<file path="config.mk">
export PLATFORM = sky130hd
export DESIGN_NAME = closest_approach_range_tracker
export DESIGN_NICKNAME = d
export VERILOG_FILES = /design/src/hdl/cart_pkg.sv /design/src/hdl/cart_cfg_regs.sv /design/src/hdl/cart_tracker_core.sv /design/src/hdl/closest_approach_range_tracker.sv
export VERILOG_INCLUDE_DIRS = /design/src /design/src/hdl
export SDC_FILE = /design/constraint.sdc
export NUM_CORES = 1
export LEC_CHECK = 0
export BUFFER_PORTS_ARGS = -buffer_cell sky130_fd_sc_hd__buf_4
export CAP_MARGIN = 10
export CELL_PAD_IN_SITES_DETAIL_PLACEMENT = 0
export CELL_PAD_IN_SITES_GLOBAL_PLACEMENT = 1
export CORE_MARGIN = 2
export CORE_UTILIZATION = 45
export CTS_CLUSTER_SIZE = 12
export DETAILED_ROUTE_END_ITERATION = 8
export PLACE_DENSITY = 0.89
export SLEW_MARGIN = 20
export SYNTH_ARGS = -nofsm -noshare
export SYNTH_HDL_FRONTEND = slang
export SYNTH_SLANG_ARGS = --single-unit
</file>
<file path="constraint.sdc">
create_clock -name clk -period 7.77 [get_ports clk]
set_clock_uncertainty 0.15 [all_clocks]
set_input_delay 0.777 -clock clk [delete_from_list [all_inputs] [get_ports clk]]
set_output_delay 0.777 -clock clk [all_outputs]
set_load 0.05 [all_outputs]
</file>
<file path="src/hdl/assert_macros.svh">
// Assertion macros shared by the range tracker RTL.
`ifndef ASSERT_MACROS_SVH
`define ASSERT_MACROS_SVH

// Check a property on every rising edge, skipped while reset is asserted.
`define CART_ASSERT(label, clk, rst_n, prop, msg) \
    label: assert property (@(posedge clk) disable iff (!rst_n) (prop)) \
        else $error(msg);

// Check a property on every rising edge, reset included.
`define CART_ASSERT_ALWAYS(label, clk, prop, msg) \
    label: assert property (@(posedge clk) (prop)) else $error(msg);

`endif

</file>
<file path="src/hdl/cart_pkg.sv">
// Types and constants for the closest-approach range tracker.
`default_nettype none

package cart_pkg;

    localparam int RANGE_W = 20;
    localparam int HYST_W = 16;
    localparam int FLAG_N = 4;
    localparam int CFG_IDX_W = 3;
    localparam int CFG_DATA_W = 20;
    localparam int S_TDATA_W = 24;
    localparam int M_TDATA_W = 32;

    // Reset value of the hysteresis register: 1 m at 4 fractional bits
    localparam logic [HYST_W-1:0] HYST_RESET = 16'd16;

    // Configuration register indexes
    typedef enum logic [CFG_IDX_W-1:0] {
        REG_OUTER_DISTANCE     = 3'd0,
        REG_COMPLETED_DISTANCE = 3'd1,
        REG_HYSTERESIS         = 3'd2,
        REG_THRESHOLD_A        = 3'd3,
        REG_THRESHOLD_B        = 3'd4,
        REG_THRESHOLD_C        = 3'd5,
        REG_THRESHOLD_D        = 3'd6
    } cfg_index_t;

    typedef logic [RANGE_W-1:0] range_t;

    // Current configuration, as seen by the tracker core
    typedef struct packed {
        range_t                  outer_distance;
        range_t                  completed_distance;
        logic [HYST_W-1:0]       hysteresis;
        range_t [FLAG_N-1:0]     thresholds;
    } cfg_t;

    // One result item
    typedef struct packed {
        logic [FLAG_N-1:0] range_flags;
        logic              approach_event;
        range_t            reported_range;
        logic              is_closing;
        logic              completion_pending;
    } result_t;

endpackage

`default_nettype wire

</file>
<file path="src/hdl/cart_cfg_regs.sv">
// Configuration register bank of the range tracker.
`default_nettype none

module cart_cfg_regs
    import cart_pkg::*;
(
    input  wire logic                  clk,
    input  wire logic                  rst_n,
    input  wire logic                  cfg_we,
    input  wire logic [CFG_IDX_W-1:0]  cfg_index,
    input  wire logic [CFG_DATA_W-1:0] cfg_data,
    output cfg_t                       cfg
);

    cfg_t cfg_reg;
    cfg_t cfg_next;

    // Decode the write; indexes past the list leave everything alone
    always_comb
    begin
        cfg_next = cfg_reg;
        if (cfg_we)
        begin
            unique case (cfg_index_t'(cfg_index))
                REG_OUTER_DISTANCE:     cfg_next.outer_distance = cfg_data[RANGE_W-1:0];
                REG_COMPLETED_DISTANCE: cfg_next.completed_distance = cfg_data[RANGE_W-1:0];
                REG_HYSTERESIS:         cfg_next.hysteresis = cfg_data[HYST_W-1:0];
                REG_THRESHOLD_A:        cfg_next.thresholds[0] = cfg_data[RANGE_W-1:0];
                REG_THRESHOLD_B:        cfg_next.thresholds[1] = cfg_data[RANGE_W-1:0];
                REG_THRESHOLD_C:        cfg_next.thresholds[2] = cfg_data[RANGE_W-1:0];
                REG_THRESHOLD_D:        cfg_next.thresholds[3] = cfg_data[RANGE_W-1:0];
                default:                cfg_next = cfg_reg;
            endcase
        end
    end

    // Hold the registers
    always_ff @(posedge clk or negedge rst_n)
    begin
        if (!rst_n)
        begin
            cfg_reg.outer_distance     <= '0;
            cfg_reg.completed_distance <= '0;
            cfg_reg.hysteresis         <= HYST_RESET;
            cfg_reg.thresholds         <= '0;
        end
        else
        begin
            cfg_reg <= cfg_next;
        end
    end

    assign cfg = cfg_reg;

endmodule

`default_nettype wire

</file>
<file path="src/hdl/cart_tracker_core.sv">
// Tracking state and per-sample decision logic of the range tracker.
`default_nettype none

module cart_tracker_core
    import cart_pkg::*;
(
    input  wire logic   clk,
    input  wire logic   rst_n,
    input  wire cfg_t   cfg,
    input  wire logic   proc,
    input  wire range_t range_sample,
    output result_t     result
);

    range_t enc_min_reg, enc_min_next;
    range_t enc_max_reg, enc_max_next;
    logic   started_reg, started_next;
    logic   closing_reg, closing_next;
    range_t min_ever_reg, min_ever_next;
    logic   min_ever_vld_reg, min_ever_vld_next;
    logic   complete_reg, complete_next;

    range_t              enc_min0;
    range_t              enc_max0;
    range_t              enc_max_up;
    logic                event_raw;
    logic [RANGE_W:0]    close_limit;
    range_t              hyst_ext;
    logic [FLAG_N-1:0]   flags;

    assign hyst_ext = {{(RANGE_W-HYST_W){1'b0}}, cfg.hysteresis};

    // Raise each flag when its threshold is zero or the range is below it
    always_comb
    begin
        for (int i = 0; i < FLAG_N; i++)
        begin
            flags[i] = (cfg.thresholds[i] == '0) || (range_sample < cfg.thresholds[i]);
        end
    end

    // Update minimum ever, phase, encounter extremes and completion
    always_comb
    begin
        min_ever_next     = min_ever_reg;
        min_ever_vld_next = min_ever_vld_reg;
        if (!min_ever_vld_reg || range_sample < min_ever_reg)
        begin
            min_ever_next     = range_sample;
            min_ever_vld_next = 1'b1;
        end

        // First sample seeds both encounter extremes
        enc_min0 = started_reg ? enc_min_reg : range_sample;
        enc_max0 = started_reg ? enc_max_reg : range_sample;
        started_next = 1'b1;

        enc_min_next = enc_min0;
        enc_max_next = enc_max0;
        closing_next = closing_reg;
        event_raw    = 1'b0;
        close_limit  = '0;
        enc_max_up   = enc_max0;

        if (closing_reg)
        begin
            // Follow the range down; switch to opening past the hysteresis
            if (range_sample < enc_min0)
                enc_min_next = range_sample;
            close_limit = {1'b0, enc_min_next} + {1'b0, hyst_ext};
            if ({1'b0, range_sample} > close_limit)
            begin
                closing_next = 1'b0;
                event_raw    = 1'b1;
                enc_max_next = range_sample;
            end
        end
        else
        begin
            // Follow the range up; switch to closing past the hysteresis
            if (range_sample > enc_max0)
                enc_max_up = range_sample;
            enc_max_next = enc_max_up;
            if (enc_max_up >= hyst_ext && range_sample < (enc_max_up - hyst_ext))
            begin
                closing_next = 1'b1;
                enc_min_next = range_sample;
            end
        end

        complete_next = complete_reg || (range_sample > cfg.completed_distance);

        result.range_flags        = flags;
        result.approach_event     = event_raw && (range_sample < cfg.outer_distance);
        result.reported_range     = result.approach_event ? enc_min_next : min_ever_next;
        result.is_closing         = closing_next;
        result.completion_pending = complete_next;
    end

    // Advance the state on each valid sample
    always_ff @(posedge clk or negedge rst_n)
    begin
        if (!rst_n)
        begin
            enc_min_reg      <= '0;
            enc_max_reg      <= '0;
            started_reg      <= 1'b0;
            closing_reg      <= 1'b0;
            min_ever_reg     <= '0;
            min_ever_vld_reg <= 1'b0;
            complete_reg     <= 1'b0;
        end
        else if (proc)
        begin
            enc_min_reg      <= enc_min_next;
            enc_max_reg      <= enc_max_next;
            started_reg      <= started_next;
            closing_reg      <= closing_next;
            min_ever_reg     <= min_ever_next;
            min_ever_vld_reg <= min_ever_vld_next;
            complete_reg     <= complete_next;
        end
    end

endmodule

`default_nettype wire

</file>
<file path="src/hdl/closest_approach_range_tracker.sv">
// A sample passes through the input register, then the result register, before
// its result appears. Throughput: one sample per cycle while m_tready does not stall
// the result; the tracking state loop closes through combinational compare and add logic.
// Invalid samples pass through the input register and give no result.
// Reset (rst_n low, asynchronous) clears the pipeline, the tracking state and
// the registers; hysteresis resets to 16 (1 m), all other registers to zero.
`default_nettype none
`include "assert_macros.svh"

module closest_approach_range_tracker
    import cart_pkg::*;
(
    input  wire logic                  clk,
    input  wire logic                  rst_n,
    // Configuration write port
    input  wire logic                  cfg_we,
    input  wire logic [CFG_IDX_W-1:0]  cfg_index,
    input  wire logic [CFG_DATA_W-1:0] cfg_data,
    // Sample stream
    input  wire logic                  s_tvalid,
    output logic                       s_tready,
    input  wire logic [S_TDATA_W-1:0]  s_tdata,   // [19:0] range_sample, [23:20] zero
    input  wire logic                  s_tuser,   // [0] sample_valid
    // Result stream
    output logic                       m_tvalid,
    input  wire logic                  m_tready,
    output logic [M_TDATA_W-1:0]       m_tdata,   // [3:0] range_flags, [23:4] reported_range,
                                                  // [24] is_closing, [25] completion_pending
    output logic                       m_tuser    // [0] approach_event
);

    cfg_t    cfg;
    result_t result;

    logic   in_valid_reg, in_valid_next;
    range_t in_range_reg;
    logic   in_svalid_reg;
    logic   out_valid_reg, out_valid_next;
    result_t out_data_reg;

    logic out_free;
    logic consume;
    logic proc;
    logic in_xfer;

    cart_cfg_regs u_cfg_regs (
        .clk       (clk),
        .rst_n     (rst_n),
        .cfg_we    (cfg_we),
        .cfg_index (cfg_index),
        .cfg_data  (cfg_data),
        .cfg       (cfg)
    );

    cart_tracker_core u_core (
        .clk          (clk),
        .rst_n        (rst_n),
        .cfg          (cfg),
        .proc         (proc),
        .range_sample (in_range_reg),
        .result       (result)
    );

    // Handshake and stage advance
    assign out_free = !out_valid_reg || m_tready;
    assign consume  = in_valid_reg && out_free;
    assign proc     = consume && in_svalid_reg;
    assign s_tready = !in_valid_reg || out_free;
    assign in_xfer  = s_tvalid && s_tready;

    always_comb
    begin
        priority if (in_xfer)
            in_valid_next = 1'b1;
        else if (consume)
            in_valid_next = 1'b0;
        else
            in_valid_next = in_valid_reg;

        priority if (proc)
            out_valid_next = 1'b1;
        else if (m_tready)
            out_valid_next = 1'b0;
        else
            out_valid_next = out_valid_reg;
    end

    // Stage valid flags
    always_ff @(posedge clk or negedge rst_n)
    begin
        if (!rst_n)
        begin
            in_valid_reg  <= 1'b0;
            out_valid_reg <= 1'b0;
        end
        else
        begin
            in_valid_reg  <= in_valid_next;
            out_valid_reg <= out_valid_next;
        end
    end

    // Capture the sample and the result payload
    always_ff @(posedge clk)
    begin
        if (in_xfer)
        begin
            in_range_reg  <= s_tdata[RANGE_W-1:0];
            in_svalid_reg <= s_tuser;
        end
        if (proc)
        begin
            out_data_reg <= result;
        end
    end

    assign m_tvalid = out_valid_reg;
    assign m_tuser  = out_data_reg.approach_event;
    assign m_tdata  = {{(M_TDATA_W-FLAG_N-RANGE_W-2){1'b0}},
                       out_data_reg.completion_pending,
                       out_data_reg.is_closing,
                       out_data_reg.reported_range,
                       out_data_reg.range_flags};

    // An event marks the switch to opening
    `CART_ASSERT(a_event_opening, clk, rst_n,
        (m_tvalid && m_tuser) |-> !out_data_reg.is_closing,
        "approach event reported while still closing")

    // An event only inside the outer distance
    `CART_ASSERT(a_event_inside, clk, rst_n,
        (m_tvalid && m_tuser) |-> (out_data_reg.reported_range < cfg.outer_distance),
        "approach event reported outside outer distance")

    // A full input stage behind a stalled result blocks new transfers
    `CART_ASSERT(a_stall_blocks, clk, rst_n,
        (out_valid_reg && !m_tready && in_valid_reg) |-> !s_tready,
        "input accepted while both stages are stalled")

    // A result is loaded only from a valid sample in the input stage
    `CART_ASSERT(a_result_source, clk, rst_n,
        ($rose(m_tvalid)) |-> $past(in_valid_reg && in_svalid_reg),
        "result appeared without a valid sample")

endmodule

`default_nettype wire

</file>
# Word-level counts from Yosys, hierarchy flattened

Index checks and enable logic that the tools add are counted.

Add/subtract/negate cells: 2
Order comparisons: 12
Equal/unequal tests: 6
Mux-type cells: 21
Reductions and logical operators: 31

Operators by type and width:

| operator             | number |
|---|---|
| $mux W20             | 12 |
| $lt A20 B20 Y1       | 8 |
| $logic_not A20 Y1    | 4 |
| $gt A20 B20 Y1       | 2 |
| $add A20 B16 Y21     | 1 |
| $gt A20 B21 Y1       | 1 |
| $ge A20 B16 Y1       | 1 |
| $sub A20 B16 Y20     | 1 |
| $reduce_and A2 Y1    | 8 |
| $eq A3 B3 Y1 const B | 3 |
| $mux W1              | 9 |
| $logic_or A1 B1 Y1   | 8 |
| $eq A3 B2 Y1 const B | 2 |
| $logic_and A1 B1 Y1  | 5 |
| $reduce_bool A2 Y1   | 2 |
| $eq A3 B1 Y1 const B | 1 |
| $logic_not A1 Y1     | 3 |
| $logic_not A3 Y1     | 1 |

Flip-flop bits (word level): 250
Output and inout port bits: 35
Word-level logic and storage cells: 95

# Depth between registers and ports, before layout

Gate-level depths: netlist (run 1).

Word-level depth: 10
Mapped depth: 37

# Cells and area by module

Synthesis (run 1) repeated with hierarchy kept, for this count alone.

Cells, all modules: 1,735
Area, all modules: 17,365.4 um2

Modules (own cells, without submodules):

| module                         | instances | cells each | area an instance (um2) |
|---|---|---|---|
| cart_tracker_core              | 1         | 1,377      | 10,674.0 |
| cart_cfg_regs                  | 1         | 293        | 5,094.9 |
| closest_approach_range_tracker | 1         | 65         | 1,596.5 |

# Least setup slack after synthesis (run 1)

No wires, ideal clock.

Kind: reg-to-reg
From: reg u_core.started_reg
To: reg out_data_reg, in the netlist m_tdata[10], data pin
Arrival time: 6,957 ps
Required time: 7,453 ps
Slack: 496 ps
Cell stages (with the launch flop): 32
Buffers on the path: 8
Cell sequence: dfrtp_1 > buf_2 > clkbuf_1 > buf_1 > clkbuf_1 > a21oi_1 > ha_1 > a21o_1 > a211oi_1 > a2111oi_2 > nor2_1 > buf_2 > buf_2 > mux2i_1 > ha_1 > and3_1 > and2_1 > a221oi_1 > a21boi_0 > nor3_1 > xor2_1 > ha_1 > a21o_1 > a21oi_1 > o221ai_1 > a211o_1 > o21ai_0 > a211oi_2 > buf_4 > and2_2 > buf_6 > a221oi_2

RTL lines:

| item                   | RTL line                              | source |
|---|---|---|
| from (decl)            | cart_tracker_core.sv:17               | `logic started_reg, started_next;` |
| from (signal assigned) | cart_tracker_core.sv:117              | `started_reg <= started_next;` |
| to (signal assigned)   | closest_approach_range_tracker.sv:113 | `out_data_reg <= result;` |
| to (decl)              | closest_approach_range_tracker.sv:39  | `result_t out_data_reg;` |

==> qor.csv, run 1 <==
metric,value,unit
drt via density,5.75,
first-pass GRT wire length,74.0,mm
Tot Pwr,0.00791,W
H-tree Lvls,1,
post-synth top area share,0.292,
max-capacitance violation count,0,
DRC Markers,0,
"EDFF count, synth",48,
die area,39900,sq um
Yosys reg bits,250,
maximum clock rate,134,MHz
measured slew at the worst slew-check pin,1.18,ns
# setup viols final,0,
Tcrit/Tclk final,0.958,
clock share of power,0.190,
P_sw,0.00329,W
max FFs per register,136,
status,"finished, final reports clean",
Area contributors post-synth,"dfrtp_1 (29%), ha_1 (18%), edfxtp_1 (8.4%)",
Synth Flop Type,dfrtp_1,
setup TNS,0,ns
Util after Layout,0.527,
mapped cell area,17200,sq um
"FFs w/ async S/R, synth",0.808,
pin count of the biggest net entering global routing,73,
HPWL Detailed,34.4,mm
WP data required,8.01,ns
CP bufs+invs,5,
DRT Wirelength,46.5,mm
CP endpoint kind,flop,
Clock Pin Slew Worst Setup and Hold Paths,0.06,ns
DRT iter0 DRCs,1050,
YS warnings,0,
Worst IR Drop VDD,230,uV
# rows,71,
count of input and output buffers,77,
sequential group share of total power,0.250,
peak per-stage delay on the critical path,0.57,ns
"area leader, netlist",dfrtp_1,
crit start category,flop,
Core ar.,37700,sq um
Slew Limit Headroom,0.201,
Max clock buf depth,3,
Switching Share,0.416,
Cells after Synth,1750,
"Slowest-stage cell, CP",dfrtp_4,
worst hold path class,in2async,
vias in the first global route,13700,
CP Data Arrival Time,7.69,ns
Placer Congestion,0.914,
reg2reg path depth,32,
share of cells above drive strength 1,0.180,
Fin. Hold Viols,0,
via count,13800,
Die W,200,um
n_diodes,0,
most frequent cell after synthesis,ha_1,
drt wl/cell,19.4,um
Cell Pwr Density,398,nW/um^2
"Seq/Total Area, Yosys",0.377,
Top delay family on crit path,compound AO/OA/AOI/OAI gates,
Nets,2167,
Leak,9.45,nW
Clock Sink Count,250,
post-route setup slack,0.323,ns
I/O pin cnt,88,
clk root buf,clkbuf_16,
GR Overflow Total,0,
dpl ws,0.102,ns
Layout area overhead,15.1,%
syn_area_per_cell,9.85,sq um
Chip Height,200,um
drt pass-1 iters,5,
Crit Path Category,reg2reg,
Hold Slack,0.0773,ns
Total GRT Usage,0.238,
Final Critical Period,7.45,ns
CTS tree,built,
Cell variety after synth,75,
Int Pwr,0.00461,W
CTS buffer count,30,
filler instances,3394,
most frequent cells after synthesis,"ha_1 (244), dfrtp_1 (201), inv_1 (188)",
Crit Path Max Fanout,14,
Initial Util,0.458,
Gate power share,0.561,
Routed Antenna Nets,0,
Stages on worst setup path,32,
initial antenna violation count,0,
Clock Latency Late Sink,0.59,ns
"Slew Viols, Final",0,
[metal layers]
layer / global-route usage / wire length [um] / vias to the layer above
li1: - / - / 6538
met1: 0.324 / 21300 / 6779
met2: 0.393 / 21600 / 394
met3: 0.0241 / 2190 / 108
met4: 0.0905 / 1520 / 0
met5: 0 / 0 / -
[path summary, 6_finish.rpt]
path / startpoint / end / slack [ns]
min in group clk: s_tdata[0] / in_range_reg[0] / 0.22
worst min register to register: u_core.complete_reg / u_core.complete_reg / 0.31
worst min-delay path: rst_n / u_cfg_regs.cfg[96] / 0.08
worst max-delay path: u_core.started_reg / m_tdata[6] / 0.32
worst max register to register: u_core.started_reg / m_tdata[6] / 0.32
max in group asynchronous: rst_n / u_cfg_regs.cfg[130] / 6.14
[repair_timing]
item | CTS | global route
resized for setup | 0 | 15
setup endpoints to repair | 0 | 61
hold buffers | 0 | 0
setup buffers | 0 | 4
[cells by family (layout without fill, tap and decap cells)]
kind of cell	after synthesis	count (layout)	share of synthesized area
AO/OA/AOI/OAI	446	446	0.164
XOR/XNOR	35	35	0.0178
adder cells (fa/ha/maj)	246	246	0.179
buffers and inverters	250	387	0.0592
flip-flops	250	250	0.377
multiplexers	142	142	0.0936
other	1	6	0.000218
AND/OR/NAND/NOR	380	380	0.109
[placed cells by master (no fill, tap or decap), types with 5 or more instances in the layout]
| cell | n |
|---|---|
| ha_1 | 244 |
| dfrtp_1 | 200 |
| inv_1 | 187 |
| o21ai_0 | 138 |
| buf_4 | 136 |
| a21oi_1 | 129 |
| nand2_1 | 116 |
| mux2_2 | 104 |
| nor2_1 | 74 |
| a21o_1 | 73 |
| edfxtp_1 | 48 |
| nand4_1 | 34 |
| clkbuf_16 | 32 |
| nor4_1 | 28 |
| nand3_1 | 27 |
| mux2i_1 | 26 |
| nor3_1 | 25 |
| nand2b_1 | 23 |
| xor2_1 | 21 |
| o21a_1 | 17 |
| nor2b_1 | 16 |
| xnor2_1 | 14 |
| a221oi_2 | 11 |
| a211oi_1 | 10 |
| mux2_4 | 10 |
| and3_1 | 9 |
| o211ai_1 | 8 |
| clkbuf_1 | 8 |
| o21bai_1 | 7 |
| a221oi_1 | 7 |
| conb_1 | 6 |
| o21ai_1 | 5 |
| a211o_1 | 5 |
| bufinv_16 | 5 |
[area by class of cell]
type | count | area (sq um) | area share
clock buffer | 42 | 858 | 0.0432
clock inverter | 14 | 193 | 0.00971
inverter | 188 | 706 | 0.0356
multi-input combinational | 1255 | 9810 | 0.494
sequential | 250 | 6500 | 0.328
tap | 511 | 639 | 0.0322
timing repair buffer | 143 | 1140 | 0.0572
[power groups by stage]
stage / registers, W / logic, W / clock network, W
detailed placement: 0.00199 / 0.00427 / 0
CTS: 0.00197 / 0.00431 / 0.00152
finish: 0.00197 / 0.00443 / 0.00150
global route: 0.00201 / 0.00492 / 0.00157
global placement: 0.00197 / 0.00410 / 0
floorplan: 0.00205 / 0.00311 / 0
[through the flow]
step | area, sq um | std cells
after floorplan | 17300 | 1755
after global placement | 18700 | 2341
after detailed placement | 18700 | 2341
after CTS | 19700 | 2397
after global routing | 19800 | 2403
final | 19800 | 2403
(Power assumes the default switching activity.)
==> run 2, diff against run 1 <==
REMOVE_ABC_BUFFERS = 1   (was unset)
clock period = 6.2 ns   (was 7.77 ns; I/O delays follow)
==> run 2 against run 1 <==
Effect of this change: the flow now finishes with violations (setup timing); non-clock buffer count up 188; global-route usage is 1.7 points higher; design area is 10% higher; critical endpoint is now m_tdata[14]; largest power group unchanged; highest routed layer unchanged.
==> qor.csv, run 2 (synthesis results as in run 1) <==
metric,value,unit
status,finished with violations,
violated checks,setup timing,
Initial Util,0.458,
max-capacitance violation count,0,
drt via density,5.67,
Worst IR Drop VDD,244,uV
Leak,10.5,nW
DRT iter0 DRCs,1076,
Int Pwr,0.00679,W
share of cells above drive strength 1,0.298,
HPWL Detailed,36.2,mm
n_diodes,0,
H-tree Lvls,1,
Clock Sink Count,250,
initial antenna violation count,0,
Switching Share,0.409,
sequential group share of total power,0.219,
Crit Path Max Fanout,16,
Multi-input gate area,10400,sq um
Placer Congestion,0.881,
finished layout cell area,21900,sq um
maximum clock rate,140,MHz
"Slowest-stage cell, CP",dfrtp_2,
Hold Slack,0.0716,ns
Clock Pin Slew Worst Setup and Hold Paths,0.06,ns
clk root buf,clkbuf_16,
filler instances,3163,
# setup viols final,63,
Fin. Hold Viols,0,
CP Data Arrival Time,7.29,ns
I/O pin cnt,88,
die area,39900,sq um
clock share of power,0.149,
dpl ws,-1.15,ns
Total GRT Usage,0.255,
Util after Layout,0.582,
crit start category,flop,
Die W,200,um
Gate power share,0.632,
P_sw,0.00471,W
CP endpoint kind,flop,
Max clock buf depth,3,
most frequent cells in the layout,"buf_4 (291), ha_1 (236), dfrtp_1 (200)",
Nets,2356,
DRT Wirelength,50.7,mm
GR Overflow Total,0,
drt wl/cell,19.6,um
Cell Pwr Density,525,nW/um^2
first-pass GRT wire length,79.0,mm
drt pass-1 iters,5,
peak per-stage delay on the critical path,0.44,ns
Crit Path Category,reg2reg,
Tot Pwr,0.0115,W
WP data required,6.35,ns
CTS buffer count,30,
count of input and output buffers,77,
FF/Latch Area,6500,sq um
pin count of the biggest net entering global routing,175,
RSZ-0062 raised after global routing,true,
DRC Markers,0,
vias in the first global route,14800,
via count,14700,
max FFs per register,136,
Final Critical Period,7.13,ns
# rows,71,
CTS tree,built,
worst hold path class,in2reg,
post-route setup slack,-0.935,ns
Routed Antenna Nets,0,
Clock Latency Late Sink,0.57,ns
Tcrit/Tclk final,1.15,
Core ar.,37700,sq um
"commonest non-fill, non-tap cell in the layout",buf_4,
Slew Limit Headroom,0.291,
area post-placement,19800,sq um
"Slew Viols, Final",0,
measured slew at the worst slew-check pin,1.06,ns
Layout area overhead,27.1,%
cell with the most instances on the worst path,buf_4,
Chip Height,200,um
-- run 2: cell types whose count changed in the layout (fill, tap and decap cells not counted), sizes merged --
cell         previous run  this run
and2                    3         4
buf                   142       327
bufinv                  5         1
clkbuf                 43        45
clkinv                  8        10
dlygate4sd3             0         1
inv                   188       189
-- run 2: layout make-up --
cell class,count,share of cell area
repair buffers,331,0.126
multi-input cells,1256,0.473
inverters,188,0.0322
well taps,511,0.0292
clock inverters,13,0.00440
flip-flops and latches,250,0.297
clock buffers,42,0.0391
-- run 2: metrics by stage --
step / setup TNS [ns] / cells
global route: -60.71 / 2591
detailed placement: -55.24 / 2487
floorplan: -141.15 / 1693
finish: -44.83 / 2591
global placement: -44.42 / 2487
CTS: -32.76 / 2575
-- run 2: power groups by stage --
stage               clock network, W  registers (W)  logic [W]
floorplan                          0        0.00258    0.00380
detailed placement                 0        0.00250    0.00619
finish                       0.00172        0.00251    0.00727
CTS                          0.00174        0.00249    0.00675
global route                 0.00181        0.00256    0.00796
global placement                   0        0.00248    0.00599
-- run 2: timing repair --
| action | CTS | global route |
|---|---|---|
| hold buffers | 1 | 0 |
| setup buffers | 29 | 15 |
| gates resized for setup | 116 | 70 |
| cloned | 3 | 2 |
| hold endpoints to repair | 28 | 0 |
| pin swaps | 51 | 44 |
| setup endpoints to repair | 63 | 63 |
-- run 2: routing by layer --
layer	vias up	track usage	share of wire
met2	477	0.413	0.46
met3	100	0.0385	0.066
li1	6927	-	-
met4	0	0.0968	0.030
met1	7198	0.345	0.44
met5	-	0	0
-- run 2: path summary, 6_finish.rpt --
| check | startpoint | end | slack, ns | depth (start not counted) |
|---|---|---|---|---|
| setup / recovery | u_core.started_reg | m_tdata[14] | -0.93 | 37 |
| hold / removal | s_tdata[7] | in_range_reg[7] | 0.07 | 1 |
| setup reg to reg | u_core.started_reg | m_tdata[14] | -0.93 | 37 |
| hold reg to reg | u_core.complete_reg | u_core.complete_reg | 0.30 | 1 |
| max in group asynchronous | rst_n | u_cfg_regs.cfg[31] | 4.22 | 3 |
| min in group asynchronous | rst_n | u_core.min_ever_reg[18] | 0.37 | 2 |
-- run 2: worst max-delay path: cells and delay by family, from the launching register on --
kind	cells	cell delay [ns]
AOI/OAI and AO/OA	15	2.44
DFF	1	0.44
adders and majority gates	3	0.90
xor gates and xnor gates	1	0.14
and+or+nand+nor	5	0.86
buffers and inverters	12	1.68
muxes	1	0.22
